--- config.mk ---
export PLATFORM = sky130hd
export DESIGN_NAME = dda_line_point_generator
export DESIGN_NICKNAME = d
export VERILOG_FILES = /design/src/rtl/dda_pkg.sv /design/src/rtl/dda_line_point_generator.sv /design/src/rtl/dda_front.sv /design/src/rtl/dda_queue.sv /design/src/rtl/dda_back.sv
export SDC_FILE = /design/constraint.sdc
export NUM_CORES = 1
export LEC_CHECK = 0
export ABC_CLOCK_PERIOD_IN_PS = 4650
export BUFFER_PORTS_ARGS = -buffer_cell sky130_fd_sc_hd__buf_4
export CAP_MARGIN = 5
export CORE_MARGIN = 2
export CORE_UTILIZATION = 48
export DETAILED_ROUTE_END_ITERATION = 7
export GPL_TIMING_DRIVEN = 0
export PLACE_DENSITY = 0.65
export SLEW_MARGIN = 0
export SYNTH_ARGS = -nofsm -noshare
export SYNTH_HDL_FRONTEND = slang
export SYNTH_SLANG_ARGS = --single-unit
--- constraint.sdc ---
create_clock -name clk -period 4.65 [get_ports clk]
set_clock_uncertainty 0.1 [all_clocks]
set_input_delay 0 -clock clk [delete_from_list [all_inputs] [get_ports clk]]
set_output_delay 0 -clock clk [all_outputs]
set_load 0.02 [all_outputs]
--- src/rtl/dda_pkg.sv ---
// ----------------------------------------------------------------------------
// DDA line point generator package
// Shared widths, the line descriptor passed from front to back, and the
// back-end state type.
// ----------------------------------------------------------------------------
package dda_pkg;

    localparam int COORD_BITS   = 6;
    localparam int FRAC_BITS    = 8;
    localparam int POINT_BITS   = COORD_BITS + FRAC_BITS;
    localparam int DIV_BITS     = COORD_BITS + FRAC_BITS;
    localparam int DIV_CNT_BITS = $clog2(DIV_BITS);
    localparam int Q_DEPTH      = 2;
    localparam int Q_PTR_BITS   = 1;
    localparam int Q_LVL_BITS   = 2;

    // One classified line: start point, per-axis magnitude and direction,
    // and the step count (larger of the two magnitudes).
    typedef struct packed {
        logic [COORD_BITS-1:0] sx;
        logic [COORD_BITS-1:0] sy;
        logic [COORD_BITS-1:0] adx;
        logic [COORD_BITS-1:0] ady;
        logic [COORD_BITS-1:0] steps;
        logic                  negx;
        logic                  negy;
    } dda_line_t;

    typedef enum logic [1:0] {
        BK_IDLE,
        BK_DIV,
        BK_EMIT
    } bk_state_t;

endpackage

--- src/rtl/dda_line_point_generator.sv ---
// ----------------------------------------------------------------------------
// DDA line point generator
// Takes a line by its integer end points and emits every point along it in
// unsigned fixed point, flagging the final point.
// ----------------------------------------------------------------------------
// Path: an accepted line passes the front register and the queue, then the
// serial divide before its first point; a zero-length line skips the divide.
// Throughput: one point per cycle while out_ready holds; a line occupies the back
// end through the bit-serial divide and the point walk before the next is taken.
// The front accepts up to three lines ahead while the back end is busy.
// Reset: rst_n clears all handshake and state control asynchronously.
module dda_line_point_generator
    import dda_pkg::*;
(
    input  logic                  clk,
    input  logic                  rst_n,
    input  logic                  in_valid,
    output logic                  in_ready,
    input  logic [COORD_BITS-1:0] start_x,
    input  logic [COORD_BITS-1:0] start_y,
    input  logic [COORD_BITS-1:0] end_x,
    input  logic [COORD_BITS-1:0] end_y,
    output logic                  out_valid,
    input  logic                  out_ready,
    output logic [POINT_BITS-1:0] point_x,
    output logic [POINT_BITS-1:0] point_y,
    output logic                  last_point
);

    logic                  push_valid;
    logic                  push_ready;
    dda_line_t             push_data;
    logic                  pop_valid;
    logic                  pop_ready;
    dda_line_t             pop_data;
    logic [Q_LVL_BITS-1:0] q_level;
    logic                  line_start_reg;

    dda_front u_front (
        .clk        (clk),
        .rst_n      (rst_n),
        .in_valid   (in_valid),
        .in_ready   (in_ready),
        .start_x    (start_x),
        .start_y    (start_y),
        .end_x      (end_x),
        .end_y      (end_y),
        .push_valid (push_valid),
        .push_ready (push_ready),
        .push_data  (push_data)
    );

    dda_queue u_queue (
        .clk        (clk),
        .rst_n      (rst_n),
        .push_valid (push_valid),
        .push_ready (push_ready),
        .push_data  (push_data),
        .pop_valid  (pop_valid),
        .pop_ready  (pop_ready),
        .pop_data   (pop_data),
        .level      (q_level)
    );

    dda_back u_back (
        .clk        (clk),
        .rst_n      (rst_n),
        .pop_valid  (pop_valid),
        .pop_ready  (pop_ready),
        .pop_data   (pop_data),
        .out_valid  (out_valid),
        .out_ready  (out_ready),
        .point_x    (point_x),
        .point_y    (point_y),
        .last_point (last_point)
    );

    // Tracks whether the next point shown is the first of a line.
    always_ff @(posedge clk or negedge rst_n)
    begin
        if (!rst_n)
        begin
            line_start_reg <= 1'b1;
        end
        else if (out_valid && out_ready)
        begin
            line_start_reg <= last_point;
        end
    end

    // The first point of every line is the integer start point.
    a_first_point_integer : assert property (@(posedge clk) disable iff (!rst_n)
        out_valid && line_start_reg |->
            point_x[FRAC_BITS-1:0] == '0 && point_y[FRAC_BITS-1:0] == '0)
        else $error("first point of a line has nonzero fraction bits");

    // Points within a line follow back to back with no gap.
    a_no_gap_in_line : assert property (@(posedge clk) disable iff (!rst_n)
        out_valid && out_ready && !last_point |=> out_valid)
        else $error("gap inside a line");

    // The queue never holds more lines than it has entries.
    a_queue_bound : assert property (@(posedge clk) disable iff (!rst_n)
        q_level <= Q_LVL_BITS'(Q_DEPTH))
        else $error("line queue overflow");

    // A stalled front end means the queue is full.
    a_front_stall : assert property (@(posedge clk) disable iff (!rst_n)
        !in_ready |-> q_level == Q_LVL_BITS'(Q_DEPTH))
        else $error("front stalled with room in the queue");

endmodule

--- src/rtl/dda_front.sv ---
// ----------------------------------------------------------------------------
// DDA front end
// Accepts line requests, computes direction, magnitudes and step count, and
// holds the classified line in a register until the queue takes it.
// ----------------------------------------------------------------------------
module dda_front
    import dda_pkg::*;
(
    input  logic                  clk,
    input  logic                  rst_n,
    input  logic                  in_valid,
    output logic                  in_ready,
    input  logic [COORD_BITS-1:0] start_x,
    input  logic [COORD_BITS-1:0] start_y,
    input  logic [COORD_BITS-1:0] end_x,
    input  logic [COORD_BITS-1:0] end_y,
    output logic                  push_valid,
    input  logic                  push_ready,
    output dda_line_t             push_data
);

    logic      valid_reg;
    logic      valid_next;
    dda_line_t line_reg;
    dda_line_t line_next;
    logic      negx;
    logic      negy;
    logic [COORD_BITS-1:0] adx;
    logic [COORD_BITS-1:0] ady;

    always_comb
    begin
        negx = end_x < start_x;
        negy = end_y < start_y;
        adx  = negx ? (start_x - end_x) : (end_x - start_x);
        ady  = negy ? (start_y - end_y) : (end_y - start_y);

        line_next.sx    = start_x;
        line_next.sy    = start_y;
        line_next.adx   = adx;
        line_next.ady   = ady;
        line_next.steps = (adx > ady) ? adx : ady;
        line_next.negx  = negx;
        line_next.negy  = negy;
    end

    assign in_ready   = !valid_reg || push_ready;
    assign push_valid = valid_reg;
    assign push_data  = line_reg;

    always_comb
    begin
        valid_next = valid_reg;
        if (in_valid && in_ready)
        begin
            valid_next = 1'b1;
        end
        else if (push_ready)
        begin
            valid_next = 1'b0;
        end
    end

    always_ff @(posedge clk or negedge rst_n)
    begin
        if (!rst_n)
        begin
            valid_reg <= 1'b0;
        end
        else
        begin
            valid_reg <= valid_next;
        end
    end

    always_ff @(posedge clk)
    begin
        if (in_valid && in_ready)
        begin
            line_reg <= line_next;
        end
    end

endmodule

--- src/rtl/dda_queue.sv ---
// ----------------------------------------------------------------------------
// DDA line queue
// Two-entry first-in first-out buffer of classified lines between the front
// and back ends.
// ----------------------------------------------------------------------------
module dda_queue
    import dda_pkg::*;
(
    input  logic                  clk,
    input  logic                  rst_n,
    input  logic                  push_valid,
    output logic                  push_ready,
    input  dda_line_t             push_data,
    output logic                  pop_valid,
    input  logic                  pop_ready,
    output dda_line_t             pop_data,
    output logic [Q_LVL_BITS-1:0] level
);

    dda_line_t             entry_reg [Q_DEPTH];
    logic [Q_PTR_BITS-1:0] wr_ptr_reg;
    logic [Q_PTR_BITS-1:0] wr_ptr_next;
    logic [Q_PTR_BITS-1:0] rd_ptr_reg;
    logic [Q_PTR_BITS-1:0] rd_ptr_next;
    logic [Q_LVL_BITS-1:0] level_reg;
    logic [Q_LVL_BITS-1:0] level_next;
    logic                  do_push;
    logic                  do_pop;

    assign push_ready = level_reg != Q_LVL_BITS'(Q_DEPTH);
    assign pop_valid  = level_reg != '0;
    assign pop_data   = entry_reg[rd_ptr_reg];
    assign level      = level_reg;
    assign do_push    = push_valid && push_ready;
    assign do_pop     = pop_valid && pop_ready;

    always_comb
    begin
        wr_ptr_next = wr_ptr_reg;
        rd_ptr_next = rd_ptr_reg;
        level_next  = level_reg;
        if (do_push)
        begin
            wr_ptr_next = wr_ptr_reg + 1'b1;
        end
        if (do_pop)
        begin
            rd_ptr_next = rd_ptr_reg + 1'b1;
        end
        if (do_push && !do_pop)
        begin
            level_next = level_reg + 1'b1;
        end
        else if (do_pop && !do_push)
        begin
            level_next = level_reg - 1'b1;
        end
    end

    always_ff @(posedge clk or negedge rst_n)
    begin
        if (!rst_n)
        begin
            wr_ptr_reg <= '0;
            rd_ptr_reg <= '0;
            level_reg  <= '0;
        end
        else
        begin
            wr_ptr_reg <= wr_ptr_next;
            rd_ptr_reg <= rd_ptr_next;
            level_reg  <= level_next;
        end
    end

    always_ff @(posedge clk)
    begin
        if (do_push)
        begin
            entry_reg[wr_ptr_reg] <= push_data;
        end
    end

endmodule

--- src/rtl/dda_back.sv ---
// ----------------------------------------------------------------------------
// DDA back end
// Divides both axis magnitudes by the step count with two bit-serial restoring
// dividers that share one counter, then walks the line one point per cycle into
// an output register while that register is free.
// ----------------------------------------------------------------------------
module dda_back
    import dda_pkg::*;
(
    input  logic                  clk,
    input  logic                  rst_n,
    input  logic                  pop_valid,
    output logic                  pop_ready,
    input  dda_line_t             pop_data,
    output logic                  out_valid,
    input  logic                  out_ready,
    output logic [POINT_BITS-1:0] point_x,
    output logic [POINT_BITS-1:0] point_y,
    output logic                  last_point
);

    bk_state_t               state_reg;
    bk_state_t               state_next;
    logic [DIV_CNT_BITS-1:0] cnt_reg;
    logic [DIV_CNT_BITS-1:0] cnt_next;
    logic [COORD_BITS-1:0]   steps_reg;
    logic [COORD_BITS-1:0]   steps_next;
    logic [COORD_BITS-1:0]   idx_reg;
    logic [COORD_BITS-1:0]   idx_next;
    logic                    negx_reg;
    logic                    negx_next;
    logic                    negy_reg;
    logic                    negy_next;
    // Dividend registers turn into quotient registers as bits shift through.
    logic [DIV_BITS-1:0]     quox_reg;
    logic [DIV_BITS-1:0]     quox_next;
    logic [DIV_BITS-1:0]     quoy_reg;
    logic [DIV_BITS-1:0]     quoy_next;
    logic [COORD_BITS-1:0]   remx_reg;
    logic [COORD_BITS-1:0]   remx_next;
    logic [COORD_BITS-1:0]   remy_reg;
    logic [COORD_BITS-1:0]   remy_next;
    logic [POINT_BITS-1:0]   px_reg;
    logic [POINT_BITS-1:0]   px_next;
    logic [POINT_BITS-1:0]   py_reg;
    logic [POINT_BITS-1:0]   py_next;
    logic                    out_valid_reg;
    logic                    out_valid_next;
    logic [POINT_BITS-1:0]   out_x_reg;
    logic [POINT_BITS-1:0]   out_x_next;
    logic [POINT_BITS-1:0]   out_y_reg;
    logic [POINT_BITS-1:0]   out_y_next;
    logic                    out_last_reg;
    logic                    out_last_next;

    logic [COORD_BITS:0]     shx;
    logic [COORD_BITS:0]     shy;
    logic [COORD_BITS:0]     subx;
    logic [COORD_BITS:0]     suby;
    logic                    fitx;
    logic                    fity;
    logic [POINT_BITS-1:0]   incx;
    logic [POINT_BITS-1:0]   incy;
    logic                    out_free;
    logic                    is_last;

    assign out_valid  = out_valid_reg;
    assign point_x    = out_x_reg;
    assign point_y    = out_y_reg;
    assign last_point = out_last_reg;

    always_comb
    begin
        shx  = {remx_reg, quox_reg[DIV_BITS-1]};
        shy  = {remy_reg, quoy_reg[DIV_BITS-1]};
        subx = shx - {1'b0, steps_reg};
        suby = shy - {1'b0, steps_reg};
        fitx = shx >= {1'b0, steps_reg};
        fity = shy >= {1'b0, steps_reg};
        // Quotient never exceeds one pixel, so it fits the point width.
        incx = negx_reg ? (POINT_BITS'(0) - quox_reg) : quox_reg;
        incy = negy_reg ? (POINT_BITS'(0) - quoy_reg) : quoy_reg;
        out_free = !out_valid_reg || out_ready;
        is_last  = idx_reg == steps_reg;
    end

    always_comb
    begin
        state_next     = state_reg;
        cnt_next       = cnt_reg;
        steps_next     = steps_reg;
        idx_next       = idx_reg;
        negx_next      = negx_reg;
        negy_next      = negy_reg;
        quox_next      = quox_reg;
        quoy_next      = quoy_reg;
        remx_next      = remx_reg;
        remy_next      = remy_reg;
        px_next        = px_reg;
        py_next        = py_reg;
        out_valid_next = out_valid_reg && !out_ready;
        out_x_next     = out_x_reg;
        out_y_next     = out_y_reg;
        out_last_next  = out_last_reg;
        pop_ready      = 1'b0;

        unique case (state_reg)
            BK_IDLE:
            begin
                pop_ready = 1'b1;
                if (pop_valid)
                begin
                    steps_next = pop_data.steps;
                    negx_next  = pop_data.negx;
                    negy_next  = pop_data.negy;
                    quox_next  = {pop_data.adx, FRAC_BITS'(0)};
                    quoy_next  = {pop_data.ady, FRAC_BITS'(0)};
                    remx_next  = '0;
                    remy_next  = '0;
                    px_next    = {pop_data.sx, FRAC_BITS'(0)};
                    py_next    = {pop_data.sy, FRAC_BITS'(0)};
                    idx_next   = '0;
                    cnt_next   = DIV_CNT_BITS'(DIV_BITS - 1);
                    // A zero-length line has no division; its increments are zero.
                    if (pop_data.steps == '0)
                    begin
                        quox_next  = '0;
                        quoy_next  = '0;
                        state_next = BK_EMIT;
                    end
                    else
                    begin
                        state_next = BK_DIV;
                    end
                end
            end

            BK_DIV:
            begin
                remx_next = fitx ? subx[COORD_BITS-1:0] : shx[COORD_BITS-1:0];
                remy_next = fity ? suby[COORD_BITS-1:0] : shy[COORD_BITS-1:0];
                quox_next = {quox_reg[DIV_BITS-2:0], fitx};
                quoy_next = {quoy_reg[DIV_BITS-2:0], fity};
                cnt_next  = cnt_reg - 1'b1;
                if (cnt_reg == '0)
                begin
                    state_next = BK_EMIT;
                end
            end

            BK_EMIT:
            begin
                if (out_free)
                begin
                    out_valid_next = 1'b1;
                    out_x_next     = px_reg;
                    out_y_next     = py_reg;
                    out_last_next  = is_last;
                    px_next        = px_reg + incx;
                    py_next        = py_reg + incy;
                    idx_next       = idx_reg + 1'b1;
                    if (is_last)
                    begin
                        state_next = BK_IDLE;
                    end
                end
            end

            default:
            begin
                state_next = BK_IDLE;
            end
        endcase
    end

    always_ff @(posedge clk or negedge rst_n)
    begin
        if (!rst_n)
        begin
            state_reg     <= BK_IDLE;
            out_valid_reg <= 1'b0;
        end
        else
        begin
            state_reg     <= state_next;
            out_valid_reg <= out_valid_next;
        end
    end

    always_ff @(posedge clk)
    begin
        cnt_reg      <= cnt_next;
        steps_reg    <= steps_next;
        idx_reg      <= idx_next;
        negx_reg     <= negx_next;
        negy_reg     <= negy_next;
        quox_reg     <= quox_next;
        quoy_reg     <= quoy_next;
        remx_reg     <= remx_next;
        remy_reg     <= remy_next;
        px_reg       <= px_next;
        py_reg       <= py_next;
        out_x_reg    <= out_x_next;
        out_y_reg    <= out_y_next;
        out_last_reg <= out_last_next;
    end

endmodule

; ---- Word level (Yosys, flattened, before mapping)
; Memory sizes are Yosys's and may differ from the RTL's.
; Cells that the tools add are included.
; W data, S select, Z words.
[word_totals]
ff_bits = 155
latchBits = 0
ramBits = 64
rom_bits = 0
in_bits = 28
output_inout_bits = 31
elab_cells = 124
mem_count = 1
[op_classes]
add_sub_neg = 16
n_mul = 0
div = 0
n_lt_le_gt_ge = 5
n_eq_ne = 8
n_shift = 0
muxes = 41
bitwise = 0
reduce_logical = 26
[memory_table]
columns = name, words, word_bits, rd, rd_ports_with_merged_regs, write_ports, line_no
row1 = u_queue.entry_reg, 2, 32, 1, 0, 1, dda_queue.sv:20  ; dda_line_t entry_reg [Q_DEPTH];
[op_table]
columns = operator, count
row1 = $mux W14, 10
row2 = $pmux W14 S2, 4
row3 = $mux W6, 7
row4 = $pmux W6 S2, 3
row5 = $sub A6 B6 Y6, 6
row6 = $add A14 B14 Y14, 2
row7 = $sub A1 B14 Y14 const A, 2
row8 = $ge A7 B6 Y1, 2
row9 = $mux W2, 7
row10 = $lt A6 B6 Y1, 2
row11 = $reduce_bool A2 Y1, 5
row12 = $pmux W4 S2, 1
row13 = $mux W1, 7
row14 = $add A6 B1 Y6 const B, 1
row15 = $eq A6 B6 Y1, 1
row16 = $gt A6 B6 Y1, 1
row17 = $logic_and A1 B1 Y1, 6
row18 = $logic_not A6 Y1, 1
row19 = $ne A2 B1 Y1 const B, 3
row20 = $pmux W2 S3, 1
row21 = $reduce_and A2 Y1, 3
row22 = $logic_not A1 Y1, 5
row23 = $logic_not A4 Y1, 1
row24 = $mux W4, 1
row25 = other kinds (11), 14

; ---- Depth between registers and ports, before layout
[logic_depth]
word_depth = 6
ltp_mapped = 16
ltp_nobuf = 15

; ---- Modules after synthesis
; A second synthesis with hierarchy kept.
[unflattened]
hier_cells = 910
area_unflattened_um2 = 11509.8
[modules_own_cells]
columns = mod, n_inst, cells_each, area_each_um2, seq_area_each_um2
row1 = dda_back, 1, 598, 6652.6, 3528.4
row2 = dda_queue, 1, 118, 2658.8, 2021.9
row3 = dda_front, 1, 194, 2198.4, 985.9

; ---- Worst setup path after synthesis
; Ideal clock, no wire load.
[synth_timing]
path_type = flip-flop to flip-flop
startpoint = register u_back.state_reg[0]
endpoint = register u_back.idx_reg[0] (enable)
setup_time_ns = 0.472
t_arrival_ns = 3.255
required_ns = 4.078
slack_ns = 0.822
stages_incl_launch_ff = 4
period_less_slack_ns = 3.828
cell_sequence = dfrtp_1 > nand2b_1 > clkbuf_1 > o21ai_0
[synth_between]
elab_chain_cells = 3
elab_cells_between_ends = 6
classes_between = eq/ne (3) / reduce/logical (3)
[synth_rtl]
columns = item, line_no
row1 = from (decl), dda_back.sv:22  ; bk_state_t state_reg;
row2 = from (signal assigned), dda_back.sv:185  ; state_reg <= state_next;
row3 = $eq A2 B2 Y1 / $logic_not A2 Y1 (equally long branches), dda_back.sv:107  ; unique case (state_reg)
row4 = "$ne A2 B1 Y1 (no source line), or another cell as far along", -
row5 = $reduce_and A3 Y1 (no source line) *, -
row6 = to (signal assigned), dda_back.sv:194  ; idx_reg <= idx_next;
row7 = to (decl), dda_back.sv:28  ; logic [COORD_BITS-1:0] idx_reg;
; Every way passes the cells marked *; elsewhere a longest branch is shown, timed or not.
; A chain may end at the register's enable or synchronous reset.

==> run metrics <==
post-synth top area cell edfxtp_1; DRC 0; synth top area cells edfxtp_1 57%, ha_1 8.6%, xnor2_1 4.1%, mux2i_1 2.9%, inv_1 1.9%; final setup violating endpoints 0; row count 55; count leader, synth edfxtp_1; wire length per cell 16.9 um; Rel. slew slack 0.463; Flop pwr share 0.375; async set-reset flop share out of synthesis 0.0365; Pleak 5.15 nW; Slew Limit Fails 0; Reg clk slew, reported paths 0.06 ns; grt total ovfl 0; transition time of the tightest slew-check pin 0.806 ns; Root Buffer clkbuf_16; vias in the first global route 6743; Setup crit start kind input pin; slowest library cell on the worst path a21oi_1; crit path capture type register; share of the synthesized area in the top cell type 0.566; postcts setup bufs 0; design area 0.0131 mm2; Worst R2R Setup Slack 1.01 ns; critical path data required time 4.80 ns; post-layout util 0.576; Total Power 9.03 mW; Gate power share 0.425; first-pass GRT wire length 35600 um; worst path bufs/invs 5; WP data arrival 4.19 ns; RSZ-0062 raised after global routing no; Initial Utilization 0.492; max reg flops 64; Chip Height 157 um; worst skew pair latency 0.51 ns; Layout Nets 1099; ant diodes 0; DR vias 6980; clk buf depth 3; CTS Buf Count 24; initial antenna violation count 0; Placed Area 0.0121 mm2; die area 0.0246 mm2; CTS tree done; crit-path max FO 7; Gate Count Post-Synth 875; # clock sinks 219; Critical Path Max Stage Delay 0.58 ns; DP HPWL 15800 um; Area Overhead vs Synth 17.2%; Psw 3.32 mW; crit path kind input pin to register; Yosys reg bits 219; part of the cycle the worst path needs 0.870; worst path cell trace dlygate4sd3_1 > buf_4 > inv_1 > ha_1 > inv_1 > fa_1 > a21o_1 > a21oi_1 > o21a_1 > clkbuf_1 > mux2i_1 > xor2_1 > ha_1 > nand4_1 > o22ai_1 > a21oi_1 > mux2_2; initial drt markers 363; Synth Warn # 0; Clock power frac 0.200; status finished clean; DRT Wirelength 22200 um; sw frac 0.368; via/cell ratio 5.30; pre-CTS WS 0.653 ns; ratio of cells with drive above 1 in the final layout 0.131; fmax 247 MHz; Post-Syn Nets 988; Routed Antenna Nets 0; Seq/Total Area, Yosys 0.584; Hold WC Path Type input pin to register; crit path time final 4.05 ns; Post-synth EDFFs 211; synthesized cell area 0.0112 mm2; GRT Resource Usage Total 0.186; core area 0.0228 mm2; final-report hold violation count 0; Worst path top cell family by delay compound AO/OA/AOI/OAI gates; maximum vdd drop 0.320 mV; Top-Level Pins 59; Yosys cell types 52; Commonest cells post-synth 211 x edfxtp_1, 77 x ha_1, 58 x inv_1; PD cells 688 mW/mm2; Max Cap Viol 0; Mean Syn Cell Area 12.8 um2; placer's final routability congestion estimate 0.840; hold_ws 0.0141 ns; pin count of the biggest net entering global routing 34; CTS HTree Levels 1; Port-buffer cells 58; commonest register cell after synthesis edfxtp_1; Die Wd 157 um; final worst setup slack 0.605 ns; internal power 5.71 mW; drt pass-1 iters 4
-- worst register-to-register path: stages (launching register included) --
cell and delay (ns):
edfxtp_1 0.43, or3_1 0.40, or3_4 0.35, nor2_1 0.13, nand2_1 0.11, o31ai_1 0.27, xnor2_1 0.17, ha_1 0.30
a21oi_1 0.29, nor2_1 0.09, a211oi_1 0.36, o211ai_1 0.15, a31o_1 0.24
-- what timing repair did --
action | in CTS | in global routing
endpoints found under the hold margin | 30 | 0
resized for setup | 0 | 0
endpoints found under the setup margin | 0 | 0
hold buffers | 23 | 0
-- routing by layer --
layer	part of all wire	wire [um]	vias up	global-route usage
li1	-	-	3468	-
met4	0.017	378	0	0.0419
met1	0.47	10400	3334	0.258
met3	0.038	842	33	0.0263
met5	0	0	-	0
met2	0.47	10500	145	0.311
-- cells by family after synthesis --
family          synth area share
mux                       0.0427
fa+ha+maj                  0.100
flops                      0.584
xor+xnor                  0.0563
buf+inv                   0.0269
compound gates            0.0990
simple gates              0.0911
-- cells in the final DEF, fill, tap and decap left out, types with 4 or more instances in the layout --
master,n
nand2_1,50
mux2_2,14
a21o_1,14
and3_1,4
nand3_1,15
clkbuf_8,4
o41ai_1,5
nand3b_1,4
a21oi_1,38
mux2i_1,32
clkbuf_16,25
a221oi_1,4
xor2_1,19
nand4_1,10
fa_1,8
and2_1,17
nor2b_1,13
dfrtp_1,8
inv_1,58
clkinv_2,4
o21a_1,13
o21bai_1,4
xnor2_1,53
o21ai_0,29
ha_1,77
nor2_1,51
edfxtp_1,211
nand2b_1,6
a211oi_1,12
o22ai_1,4
o31ai_1,22
a31o_2,7
dlygate4sd3_1,23
buf_4,58
clkbuf_1,27
nor3_1,13
-- layout make-up --
type                       instances  area (um2)
clock buffer                      36         707
clock inverter                     8        47.5
buffer                            22        83.8
multi-input combinational        576        4390
inverter                          58         218
fill                            1865        9650
timing repair buffer              85         748
tap                              313         392
sequential                       219        6540
-- worst paths after layout --
kind	cells past startpoint	endpoint	startpoint
min in group asynchronous	3	u_queue.wr_ptr_reg$_DFFE_PN0P_	rst_n
min reg2reg	0	u_queue.entry_reg[0][23]$_DFFE_PP_	u_front.push_data[23]$_DFFE_PP_
max	17	u_front.push_data[3]$_DFFE_PP_	end_y[0]
max reg2reg	12	u_back.px_reg[13]$_DFFE_PP_	u_back.quox_reg[3]$_SDFFCE_PN0P_
max in group asynchronous	3	u_queue.rd_ptr_reg$_DFFE_PN0P_	rst_n
min	4	u_front.push_data[12]$_DFFE_PP_	end_y[4]
-- power by group through the flow --
stage | logic (mW) | clock network [mW] | registers (mW)
2_1_floorplan | 2.92 | 0 | 3.31
3_3_place_gp | 3.68 | 0 | 3.44
3_5_place_dp | 3.80 | 0 | 3.42
4_1_cts | 3.84 | 1.84 | 3.39
5_1_grt | 4.30 | 1.92 | 3.45
6_report | 3.84 | 1.81 | 3.39
-- metrics by stage --
step	setup TNS (ns)	instances
3_3_place_gp	-38.28	1246
2_1_floorplan	0	875
6_report	0	1317
5_1_grt	0	1317
3_5_place_dp	0	1250
4_1_cts	0	1317
(Power assumes the default switching activity.)
